**src/rtl/blpc_ram.sv**
```systemverilog
// generic single-write, single-read RAM with registered read data
// read of an address being written returns the old contents
module blpc_ram #(
  parameter int WIDTH = 1,
  parameter int DEPTH = 16
) (
  input  logic                                   clk,
  input  logic                                   we,
  input  logic [(DEPTH > 1 ? $clog2(DEPTH) : 1)-1:0] waddr,
  input  logic [WIDTH-1:0]                       wdata,
  input  logic [(DEPTH > 1 ? $clog2(DEPTH) : 1)-1:0] raddr,
  output logic [WIDTH-1:0]                       rdata
);

  logic [WIDTH-1:0] mem [DEPTH];

  always_ff @(posedge clk) begin
    if (we) begin
      mem[waddr] <= wdata;
    end
    rdata <= mem[raddr];
  end

endmodule

```
**config.mk**
```make
export PLATFORM = sky130hd
export DESIGN_NAME = blpc_ram
export DESIGN_NICKNAME = d
export VERILOG_FILES = /design/src/rtl/blpc_ram.sv
export SDC_FILE = /design/constraint.sdc
export NUM_CORES = 1
export LEC_CHECK = 0
export ABC_AREA = 0
export BUFFER_PORTS_ARGS = -buffer_cell sky130_fd_sc_hd__buf_2
export CAP_MARGIN = 15
export CORE_MARGIN = 2
export CORE_UTILIZATION = 43
export CTS_CLUSTER_SIZE = 28
export DETAILED_ROUTE_END_ITERATION = 8
export PLACE_DENSITY_LB_ADDON = 0.25
export SLEW_MARGIN = 5
export SYNTH_ARGS = -nofsm -noshare
export SYNTH_HDL_FRONTEND = slang
export SYNTH_SLANG_ARGS = --single-unit
```
**constraint.sdc**
```tcl
create_clock -name clk -period 1.6 [get_ports clk]
set_input_delay 0 -clock clk [delete_from_list [all_inputs] [get_ports clk]]
set_output_delay 0 -clock clk [all_outputs]
set_load 0.03 [all_outputs]
```
Word level (Yosys, flattened, before mapping):

Memory sizes are Yosys's and may differ from the RTL's. A register that Yosys moved wholly into a read port is not among the register bits.
Cells that the tools add are included.
W data, S select, Z words.

* muxes and demuxes: 2

Operator list (number)
* $mux W1: 2

* register bits after elaboration: 0
* word-level logic and storage cells: 3
* memories: 1
* output and inout port bits: 1
* bits of input ports: 11
* RAM bits: 16

Memory list
* mem: words 16, width 1, rd ports 1, clocked after memory_dff 1, wr ports 1, line 15 `logic [WIDTH-1:0] mem [DEPTH];`

Logic depth before layout (Yosys ltp):

Gate-level depths: netlist (run 1).

* word-level depth: 2
* mapped depth: 3
* gate-level depth less buffers: 3

Least setup slack after synthesis (run 1):

OpenSTA, ideal clock, no wires.

* path kind: flip-flop to flip-flop
* from: memory mem[13]
* to: register rdata (read register of mem)
* arrival time: 1.013 ns
* required time: 1.478 ns
* cell stages (with the launch flop): 4
* setup slack: 0.465 ns
* path through: edfxtp_1 > mux4_1 > mux2i_1 > mux2i_1

RTL lines
* from (decl): line 15
* to (decl): line 12 `output logic [WIDTH-1:0] rdata`

==> impl_metrics.py, run 1 <==
metrics = {
    "floorplanning": {
        "io-pin-count": 12,
        "die-width_um": 45.65,
        "start_util": 0.4464,
        "placeableCoreArea_um2": 1670,
        "fp.dieH_um": 45.65,
        "die_area_um2": 2083,
        "row_count": 15,
    },
    "placement": {
        "numPortBuffers": 11,
        "place_congestion": 0.7432,
        "place_hpwl_um": 915.3,
    },
    "status": {
        "outcome": "finished clean",
    },
    "pwr": {
        "seqPwrFrac": 0.624,
        "sw_frac_of_total": 0.2175,
        "max-vdd-ir-drop_uv": 499.6,
        "clkPwrFrac": 0.285,
        "p_per_area_nw_per_um2": 932.6,
        "p_sw_w": 0.0001741,
        "p_leak_nw": 0.3073,
        "internal_power_w": 0.0006264,
        "comb_power_share": 0.091,
    },
    "setup_path": {
        "crit_required_ns": 1.79,
        "ff2ff_setup_slack_ns": 0.38,
        "worst-r2r-cell-count": 3,
        "crit_family": "multiplexers",
        "cpPeakStageDelay_ns": 0.49,
        "slowest_stage": "mux4_1",
        "path_cells": "mux4_1 -> mux2i_1 -> mux2i_1",
        "path_max_fanout": 1,
        "cp.arrival_ns": 1.41,
        "reg2reg_to": "rdata$_DFF_P_",
        "path_buf_inv": 0,
        "crit_path_end": "rdata$_DFF_P_",
        "crit_start": "mem[4]$_DFFE_PP_",
        "crit_type": "reg2reg",
        "r2r_start": "mem[4]$_DFFE_PP_",
        "start_kind": "register",
        "cpMostUsedCell": "mux2i_1",
        "worst-path-stages": 3,
        "critPathCaptureType": "register",
    },
    "final_layout": {
        "regArea_um2": 500.5,
        "num_antenna_cells": 0,
        "nets": 75,
        "multi_input_area_um2": 245.2,
        "area_growth_pct": 15.10,
        "fillers": 153,
        "layout-drive-gt1-share": 0.2381,
    },
    "sta": {
        "holdWs_ns": 0.03723,
        "rsz0062_at_grt": "false",
        "tightest_slew_ns": 0.2408,
        "skew_ns": 0.003358,
        "slew_headroom": 0.8395,
        "finalSetupViolCount": 0,
        "max_freq_ghz": 0.8202,
        "setup_tns_ns": 0,
        "fin_crit_ns": 1.219,
        "period_share": 0.7620,
        "final-max-slew-violation-count": 0,
        "finalHoldViolations": 0,
    },
    "grt": {
        "met2_usage": 0.2141,
        "grt_max_degree": 17,
        "grt_overflow": 0,
        "grt_pass1_vias": 457,
        "grt_util_all_layers": 0.1402,
        "antenna_found_initial": 0,
        "gr-max-usage-layer": "met2",
        "met3_usage": 0.02381,
        "grt_pass1_wl_um": 1994,
        "gr-usage-met1": 0.1926,
    },
    "clock_network": {
        "cts_buffers": 3,
        "clk_latency_ns": 0.29,
        "clock_sink_count": 17,
        "cts_tree": "done",
        "cts-root-buf": "clkbuf_4",
        "clk_pin_slew_worst_paths_ns": 0.09,
        "htree_levels": 1,
        "clockBufferDepth": 2,
    },
    "synth": {
        "syn_inst": 47,
        "yosysSeqAreaShare": 0.6711,
        "syn-mean-instance-area_um2": 15.87,
        "ys_top_cells_by_area": "edfxtp_1 (64%), mux4_1 (14%), nor2_1 (6.0%)",
        "syn_nets": 58,
        "ys_types": 11,
        "synth_seq_cells": 17,
        "synth_ff_type": "edfxtp_1",
        "synth_edf_count": 16,
        "synth_top_area_share": 0.6443,
        "netlist_top_cells_count": "edfxtp_1 (16), nor2_1 (12), mux4_1 (4), nor3_1 (4), mux2i_1 (3)",
        "synth_largest_area_cell": "edfxtp_1",
        "synth.most_common_cell": "edfxtp_1",
        "netlist_area_um2": 745.7,
        "synthArstFlopShare": 0,
        "ys_warn_count": 0,
    },
    "worst_hold_path": {
        "holdPathStages": 3,
        "hp-class": "in2reg",
    },
    "drt": {
        "detail_route.vias_per_cell": 5.625,
        "wl_um": 1163,
        "wl_per_cell_um": 14.54,
        "drc": 0,
        "vias": 450,
        "firstDrtPassIters": 2,
        "drt.antenna.violating_nets": 0,
        "drt_iter0_drc": 3,
    },
    "job": {
        "drv_cap": 0,
    },
}
-- state kept, by name, indices dropped and copies added, names as in the netlist --
name and cells:
rdata 1, mem 16
-- worst reg2reg max path, cell delays in order (launching register included) --
cell	delay [ns]
edfxtp_1	0.39
mux4_1	0.49
mux2i_1	0.15
mux2i_1	0.09
-- routing by layer --
layer / part of all wire / up-vias
met5: 0 / -
met3: 0.048 / 5
met4: 0.021 / 0
li1: - / 219
met2: 0.49 / 15
met1: 0.43 / 211
-- power by group through the flow --
stage | registers, W | clock network, W | logic (W)
after floorplan | 0.000515 | 0 | 0.0000307
after global placement | 0.000510 | 0 | 0.0000708
after detailed placement | 0.000510 | 0 | 0.0000726
after CTS | 0.000500 | 0.000228 | 0.0000745
after global routing | 0.000501 | 0.000247 | 0.0000812
final | 0.000499 | 0.000228 | 0.0000727
-- placed cells by master (no fill, tap or decap) --
cell type	n
buf_2	11
clkbuf_1	1
clkbuf_4	3
dfxtp_1	1
dlygate4sd3_1	1
edfxtp_1	16
mux2i_1	3
mux4_1	4
nand2_1	1
nand2b_1	2
nand3_1	1
nand3b_1	2
nor2_1	12
nor3_1	4
or3b_2	1
-- through the flow --
stage | instances | area, um^2 | total power [W] | util | setup slack (ns)
floorplan | 47 | 745.7 | 0.0005461 | - | 0.4654
global placement | 75 | 822.0 | 0.0005804 | 0.4921 | 0.3878
detailed placement | 75 | 822.0 | 0.0005825 | 0.4921 | 0.3678
CTS | 80 | 858.3 | 0.0008023 | 0.5139 | 0.3553
global route | 80 | 858.3 | 0.0008286 | 0.5139 | 0.3019
finish | 80 | 858.3 | 0.0008005 | 0.5139 | 0.3807
-- worst min-delay path by stage --
stage,to,from
after floorplan,mem[0]$_DFFE_PP_,wdata
after global placement,rdata$_DFF_P_,raddr[2]
after detailed placement,rdata$_DFF_P_,raddr[2]
after CTS,rdata$_DFF_P_,raddr[3]
after global routing,mem[4]$_DFFE_PP_,wdata
final,rdata$_DFF_P_,raddr[3]
-- area by class of cell --
type	instances	share of cell area
clock buffers	4	0.03061
multi-input cells	30	0.2857
well taps	17	0.02478
flip-flops and latches	17	0.5831
repair buffers	12	0.07580
-- logic make-up (layout without fill, tap and decap cells) --
group         count (synthesis)  in the layout  synth area share
simple gates                 23             23            0.1476
flops                        17             17            0.6711
mux                           7              7            0.1812
buf+inv                       0             16                 0
-- repair_timing --
action | 4_1_cts | 5_1_grt
hold endpoints to repair | 1 | 0
hold buffers | 1 | 0
gates resized for setup | 0 | 0
setup buffers | 0 | 0
Note: power is estimated with default switching activity, not from simulation.
==> run 2, diff against run 1 <==
- clock period: 1.6 -> 1.07 ns (I/O delays scaled with it)
==> impl_metrics.py, run 2 (synthesis results as in run 1) <==
metrics = {
    "pwr": {
        "clkPwrFrac": 0.273,
        "max-vdd-ir-drop_uv": 753.2,
        "p_leak_nw": 0.3052,
        "p_per_area_nw_per_um2": 1378,
        "p_sw_w": 0.0002485,
        "comb_power_share": 0.101,
        "internal_power_w": 0.0009447,
        "seqPwrFrac": 0.626,
        "sw_frac_of_total": 0.2083,
    },
    "placement": {
        "place_hpwl_um": 913.1,
        "place_area_um2": 829.5,
        "place_ws_ns": -0.1146,
        "numPortBuffers": 11,
        "dp.cells": 78,
        "place_congestion": 0.7824,
    },
    "setup_path": {
        "r2r_start": "mem[10]$_DFFE_PP_",
        "path_cells": "mux4_2 -> mux2i_1 -> mux2i_1",
        "crit_family": "multiplexers",
        "critPathCaptureType": "register",
        "crit_type": "reg2reg",
        "slowest_stage": "mux4_2",
        "worst-path-stages": 3,
        "cpPeakStageDelay_ns": 0.47,
        "reg2reg_to": "rdata$_DFF_P_",
        "worst-r2r-cell-count": 3,
        "path_buf_inv": 0,
        "cpMostUsedCell": "mux2i_1",
        "cp.arrival_ns": 1.36,
        "path_max_fanout": 1,
        "start_kind": "register",
        "crit_required_ns": 1.25,
        "ff2ff_setup_slack_ns": -0.11,
    },
    "final_layout": {
        "area_growth_pct": 16.11,
        "multi_input_area_um2": 230.2,
        "layout_commonest_cell": "edfxtp_1",
        "fillers": 154,
        "mostFrequentLayoutCells": "edfxtp_1 (16), nor2_1 (12), buf_2 (11)",
        "layout.cells.non_filler": 83,
        "top_register": "mem",
        "layout-drive-gt1-share": 0.3333,
        "finalInstanceArea_um2": 865.8,
        "nets": 78,
        "reg_top3": "mem: 16 flops, rdata: 1 flops",
        "regArea_um2": 500.5,
        "num_antenna_cells": 0,
        "largest_register_ffs": 16,
    },
    "clock_network": {
        "clk_pin_slew_worst_paths_ns": 0.09,
        "cts_tree": "done",
        "cts_buffers": 3,
        "htree_levels": 1,
        "cts-resized-gates": 0,
        "cts-root-buf": "clkbuf_4",
        "clockBufferDepth": 2,
        "clock_sink_count": 17,
        "clk_latency_ns": 0.28,
    },
    "sta": {
        "setup_tns_ns": -0.1102,
        "fin_crit_ns": 1.180,
        "max_freq_ghz": 0.8473,
        "holdWs_ns": 0.04631,
        "finalHoldViolations": 0,
        "finalSetupViolCount": 1,
        "final-max-slew-violation-count": 0,
        "tightest_slew_ns": 0.2482,
        "slew_headroom": 0.8332,
        "fin_ws_ns": -0.1102,
        "skew_ns": 0.001649,
        "rsz0062_at_grt": "true",
        "period_share": 1.103,
    },
    "floorplanning": {
        "die-width_um": 45.65,
        "start_util": 0.4464,
        "placeableCoreArea_um2": 1670,
        "die_area_um2": 2083,
        "fp.dieH_um": 45.65,
        "io-pin-count": 12,
        "row_count": 15,
    },
    "status": {
        "outcome": "finished, violations left",
        "violations": "setup timing",
    },
    "grt": {
        "grt_pass1_wl_um": 1828,
        "grt_overflow": 0,
        "grt_util_all_layers": 0.1353,
        "antenna_found_initial": 0,
        "grt_max_degree": 17,
        "grt_pass1_vias": 430,
    },
    "drt": {
        "drt.antenna.violating_nets": 0,
        "detail_route.vias_per_cell": 5.301,
        "drc": 0,
        "vias": 440,
        "drt_iter0_drc": 13,
        "wl_um": 1159,
        "firstDrtPassIters": 4,
        "wl_per_cell_um": 13.96,
    },
    "worst_hold_path": {
        "min_from": "raddr[3]",
        "hold-path-endpoint": "rdata$_DFF_P_",
        "holdPathStages": 3,
        "hp-class": "in2reg",
    },
    "job": {
        "drv_cap": 0,
    },
}
run 2: cell types whose count changed in the layout (fill, tap and decap cells not counted):
cell / before / now
mux4_1: 4 / 0
buf_4: 0 / 3
mux4_2: 0 / 4
run 2: area by class of cell:
| class | count | share of cell area |
|---|---|---|
| clock buffer | 4 | 0.03035 |
| multi-input combinational | 30 | 0.2659 |
| sequential | 17 | 0.5780 |
| tap | 17 | 0.02457 |
| timing repair buffer | 15 | 0.1012 |
run 2: stage by stage:
stage | util | power [W]
after floorplan | - | 0.0008189
after global placement | 0.4966 | 0.0008798
after detailed placement | 0.4966 | 0.0008819
after CTS | 0.5184 | 0.001213
after global routing | 0.5184 | 0.001262
final | 0.5184 | 0.001193
run 2: timing repair:
| item | 4_1_cts | 5_1_grt |
|---|---|---|
| endpoints found under the hold margin | 1 | 0 |
| hold buffers | 1 | 0 |
| endpoints found under the setup margin | 1 | 1 |
| setup buffers | 0 | 0 |
run 2: worst max path at each step:
| stage | start | endpoint | slack, ns |
|---|---|---|---|
| global placement | mem[14]$_DFFE_PP_ | rdata$_DFF_P_ | -0.11 |
| floorplan | mem[15]$_DFFE_PP_ | rdata$_DFF_P_ | -0.03 |
| detailed placement | mem[14]$_DFFE_PP_ | rdata$_DFF_P_ | -0.11 |
| finish | mem[10]$_DFFE_PP_ | rdata$_DFF_P_ | -0.11 |
| global route | mem[3]$_DFFE_PP_ | rdata$_DFF_P_ | -0.15 |
| CTS | mem[14]$_DFFE_PP_ | rdata$_DFF_P_ | -0.13 |
run 2: power groups by stage:
stage	Clock (W)	Combinational, W	Sequential, W
6_report	0.000326	0.000120	0.000747
5_1_grt	0.000381	0.000132	0.000749
4_1_cts	0.000344	0.000122	0.000747
3_5_place_dp	0	0.000119	0.000763
3_3_place_gp	0	0.000117	0.000763
2_1_floorplan	0	0.0000478	0.000771
run 2: layer usage:
| layer | up-vias | routed length [um] | global-route usage |
|---|---|---|---|
| li1 | 221 | - | - |
| met1 | 204 | 539 | 0.1558 |
| met2 | 13 | 568 | 0.2169 |
| met3 | 2 | 46 | 0.03968 |
| met4 | 0 | 5 | 0.08824 |
| met5 | - | 0 | 0 |
run 2: worst min-delay path, cell delays in order:
cell and delay, ns:
buf_2 0.11, mux2i_1 0.07, mux2i_1 0.11
==> run 3, diff against run 2 <==
- ABC_AREA: 0 -> 1
==> impl_metrics.py, run 3 <==
metrics = {
    "status": {
        "outcome": "finished clean",
    },
    "drt": {
        "detail_route.vias_per_cell": 4.536,
        "wl_um": 1317,
        "met2WireLength_um": 624,
        "wirelength_met1_um": 589,
        "wl_per_cell_um": 9.543,
        "top_layer_used": "met4",
        "firstDrtPassIters": 4,
        "drc": 0,
        "vias": 626,
        "drt_iter0_drc": 2,
        "wl_met3_um": 69,
        "drt.antenna.violating_nets": 0,
    },
    "final_layout": {
        "largest_register_ffs": 16,
        "fillers": 180,
        "mostFrequentLayoutCells": "nand2_1 (24), inv_1 (19), edfxtp_1 (16)",
        "multi_input_area_um2": 249.0,
        "layout_commonest_cell": "nand2_1",
        "regArea_um2": 500.5,
        "area_growth_pct": 13.59,
        "layout-drive-gt1-share": 0.1802,
        "num_antenna_cells": 0,
        "top_register": "mem",
        "reg_top3": "mem: 16 flops, rdata: 1 flops",
        "nets": 123,
    },
    "synth": {
        "ys_warn_count": 0,
        "synth_top_area_share": 0.5672,
        "synthArstFlopShare": 0,
        "syn-mean-instance-area_um2": 8.824,
        "synth.most_common_cell": "nand2_1",
        "ys_types": 11,
        "yosysSeqAreaShare": 0.5908,
        "synth_largest_area_cell": "edfxtp_1",
        "netlist_top_cells_count": "nand2_1 (24), inv_1 (19), edfxtp_1 (16), nand3_1 (14)",
        "synth_ff_type": "edfxtp_1",
        "synth_seq_cells": 17,
        "synth_edf_count": 16,
        "ys_top_cells_by_area": "edfxtp_1 (57%), nand2_1 (11%), inv_1 (8.4%)",
        "syn_nets": 107,
        "syn_inst": 96,
        "netlist_area_um2": 847.1,
    },
    "clock_network": {
        "cts_buffers": 3,
        "cts-root-buf": "clkbuf_4",
        "htree_levels": 1,
        "clockBufferDepth": 2,
        "postCtsSetupRepairBufs": 0,
        "clock_sink_count": 17,
        "cts_tree": "done",
        "clk_pin_slew_worst_paths_ns": 0.10,
        "clk_latency_ns": 0.29,
    },
    "sta": {
        "slew_headroom": 0.8382,
        "max_freq_ghz": 1.166,
        "fin_ws_ns": 0.2127,
        "finalSetupViolCount": 0,
        "skew_ns": 0.01390,
        "final-max-slew-violation-count": 0,
        "setup_tns_ns": 0,
        "fin_crit_ns": 0.8573,
        "rsz0062_at_grt": "false",
        "tightest_slew_ns": 0.2409,
        "finalHoldViolations": 0,
        "period_share": 0.8012,
    },
    "placement": {
        "numPortBuffers": 11,
        "place_hpwl_um": 1056,
        "place_ws_ns": 0.1958,
        "place_congestion": 0.7196,
    },
    "floorplanning": {
        "io-pin-count": 12,
        "fp.dieH_um": 48.39,
        "die_area_um2": 2341,
        "start_util": 0.4454,
        "die-width_um": 48.39,
        "placeableCoreArea_um2": 1902,
        "row_count": 16,
    },
    "setup_path": {
        "critPathCaptureType": "register",
        "start_kind": "register",
        "cp.arrival_ns": 1.06,
        "crit_type": "reg2reg",
        "crit_required_ns": 1.27,
        "path_max_fanout": 1,
    },
    "grt": {
        "grt_pass1_vias": 556,
        "grt_pass1_wl_um": 2311,
        "antenna_found_initial": 0,
        "grt_util_all_layers": 0.1317,
        "grt_max_degree": 17,
        "grt_overflow": 0,
    },
    "worst_hold_path": {
        "hp-class": "in2reg",
    },
    "pwr": {
        "max-vdd-ir-drop_uv": 624.9,
        "p_per_area_nw_per_um2": 1260,
        "p_leak_nw": 0.4378,
    },
    "job": {
        "drv_cap": 0,
    },
}
==> run 3: cell types whose count changed after synthesis, sizes merged, moves of 2 or more <==
cell,previous run,this run
inv,0,21
mux2i,3,0
mux4,4,0
nand2,1,27
nand2b,2,0
nand3,1,14
nand3b,2,0
nor2,12,8
nor3,4,8
==> run 3: final timing paths <==
path | startpoint | endpoint | slack, ns | cells past startpoint
worst max register to register | mem[6]$_DFFE_PP_ | rdata$_DFF_P_ | 0.21 | 6
worst min register to register | mem[3]$_DFFE_PP_ | rdata$_DFF_P_ | 0.66 | 6
worst max-delay path | mem[6]$_DFFE_PP_ | rdata$_DFF_P_ | 0.21 | 6
worst min-delay path | raddr[2] | rdata$_DFF_P_ | 0.02 | 4
==> run 3: metal layers <==
layer,vias up,track usage
met1,272,0.1578
met5,-,0
met2,15,0.2060
li1,335,-
met3,4,0.03086
met4,0,0.1000
==> run 3: per-stage QoR <==
| stage | instance area (um^2) | total power, W | utilization | hold WS [ns] | std cells |
|---|---|---|---|---|---|
| after floorplan | 847.1 | 0.0008477 | - | 0.09887 | 96 |
| after global placement | 924.6 | 0.0008919 | 0.4862 | 0.2352 | 133 |
| after global routing | 962.2 | 0.001264 | 0.5059 | 0.02706 | 138 |
| after detailed placement | 924.6 | 0.0008944 | 0.4862 | 0.2431 | 133 |
| after CTS | 962.2 | 0.001224 | 0.5059 | 0.01815 | 138 |
| final | 962.2 | 0.001212 | 0.5059 | 0.01795 | 138 |
==> run 3: cell type report <==
| type | count | area share |
|---|---|---|
| sequential | 17 | 0.5202 |
| multi-input combinational | 57 | 0.2588 |
| tap | 27 | 0.03511 |
| timing repair buffer | 12 | 0.06762 |
| clock inverter | 1 | 0.005202 |
| inverter | 21 | 0.08973 |
| clock buffer | 3 | 0.02341 |
==> run 3: what timing repair did <==
item	in CTS	in global routing
endpoints found under the hold margin	1	0
setup endpoints to repair	0	0
hold buffers	1	0
gates resized for setup	0	0
==> run 3: worst max-delay path, cell delays in order (launching register included) <==
cell,delay (ns)
edfxtp_1,0.38
inv_1,0.08
nand2_2,0.05
nand3_1,0.06
nand3_1,0.07
nand3_1,0.08
nand2_1,0.05
==> run 3: kinds of logic after synthesis <==
family | share of synthesized area
buffers and inverters | 0.1152
flip-flops | 0.5908
AND/OR/NAND/NOR | 0.2940
==> run 3: where the power goes <==
group / leakage (nW) / switching, W / total, W / internal, W
Sequential: 0.153 / 0.00000354 / 0.000746 / 0.000743
Combinational: 0.267 / 0.0000882 / 0.000134 / 0.0000457
Clock: 0.0177 / 0.000193 / 0.000332 / 0.000139
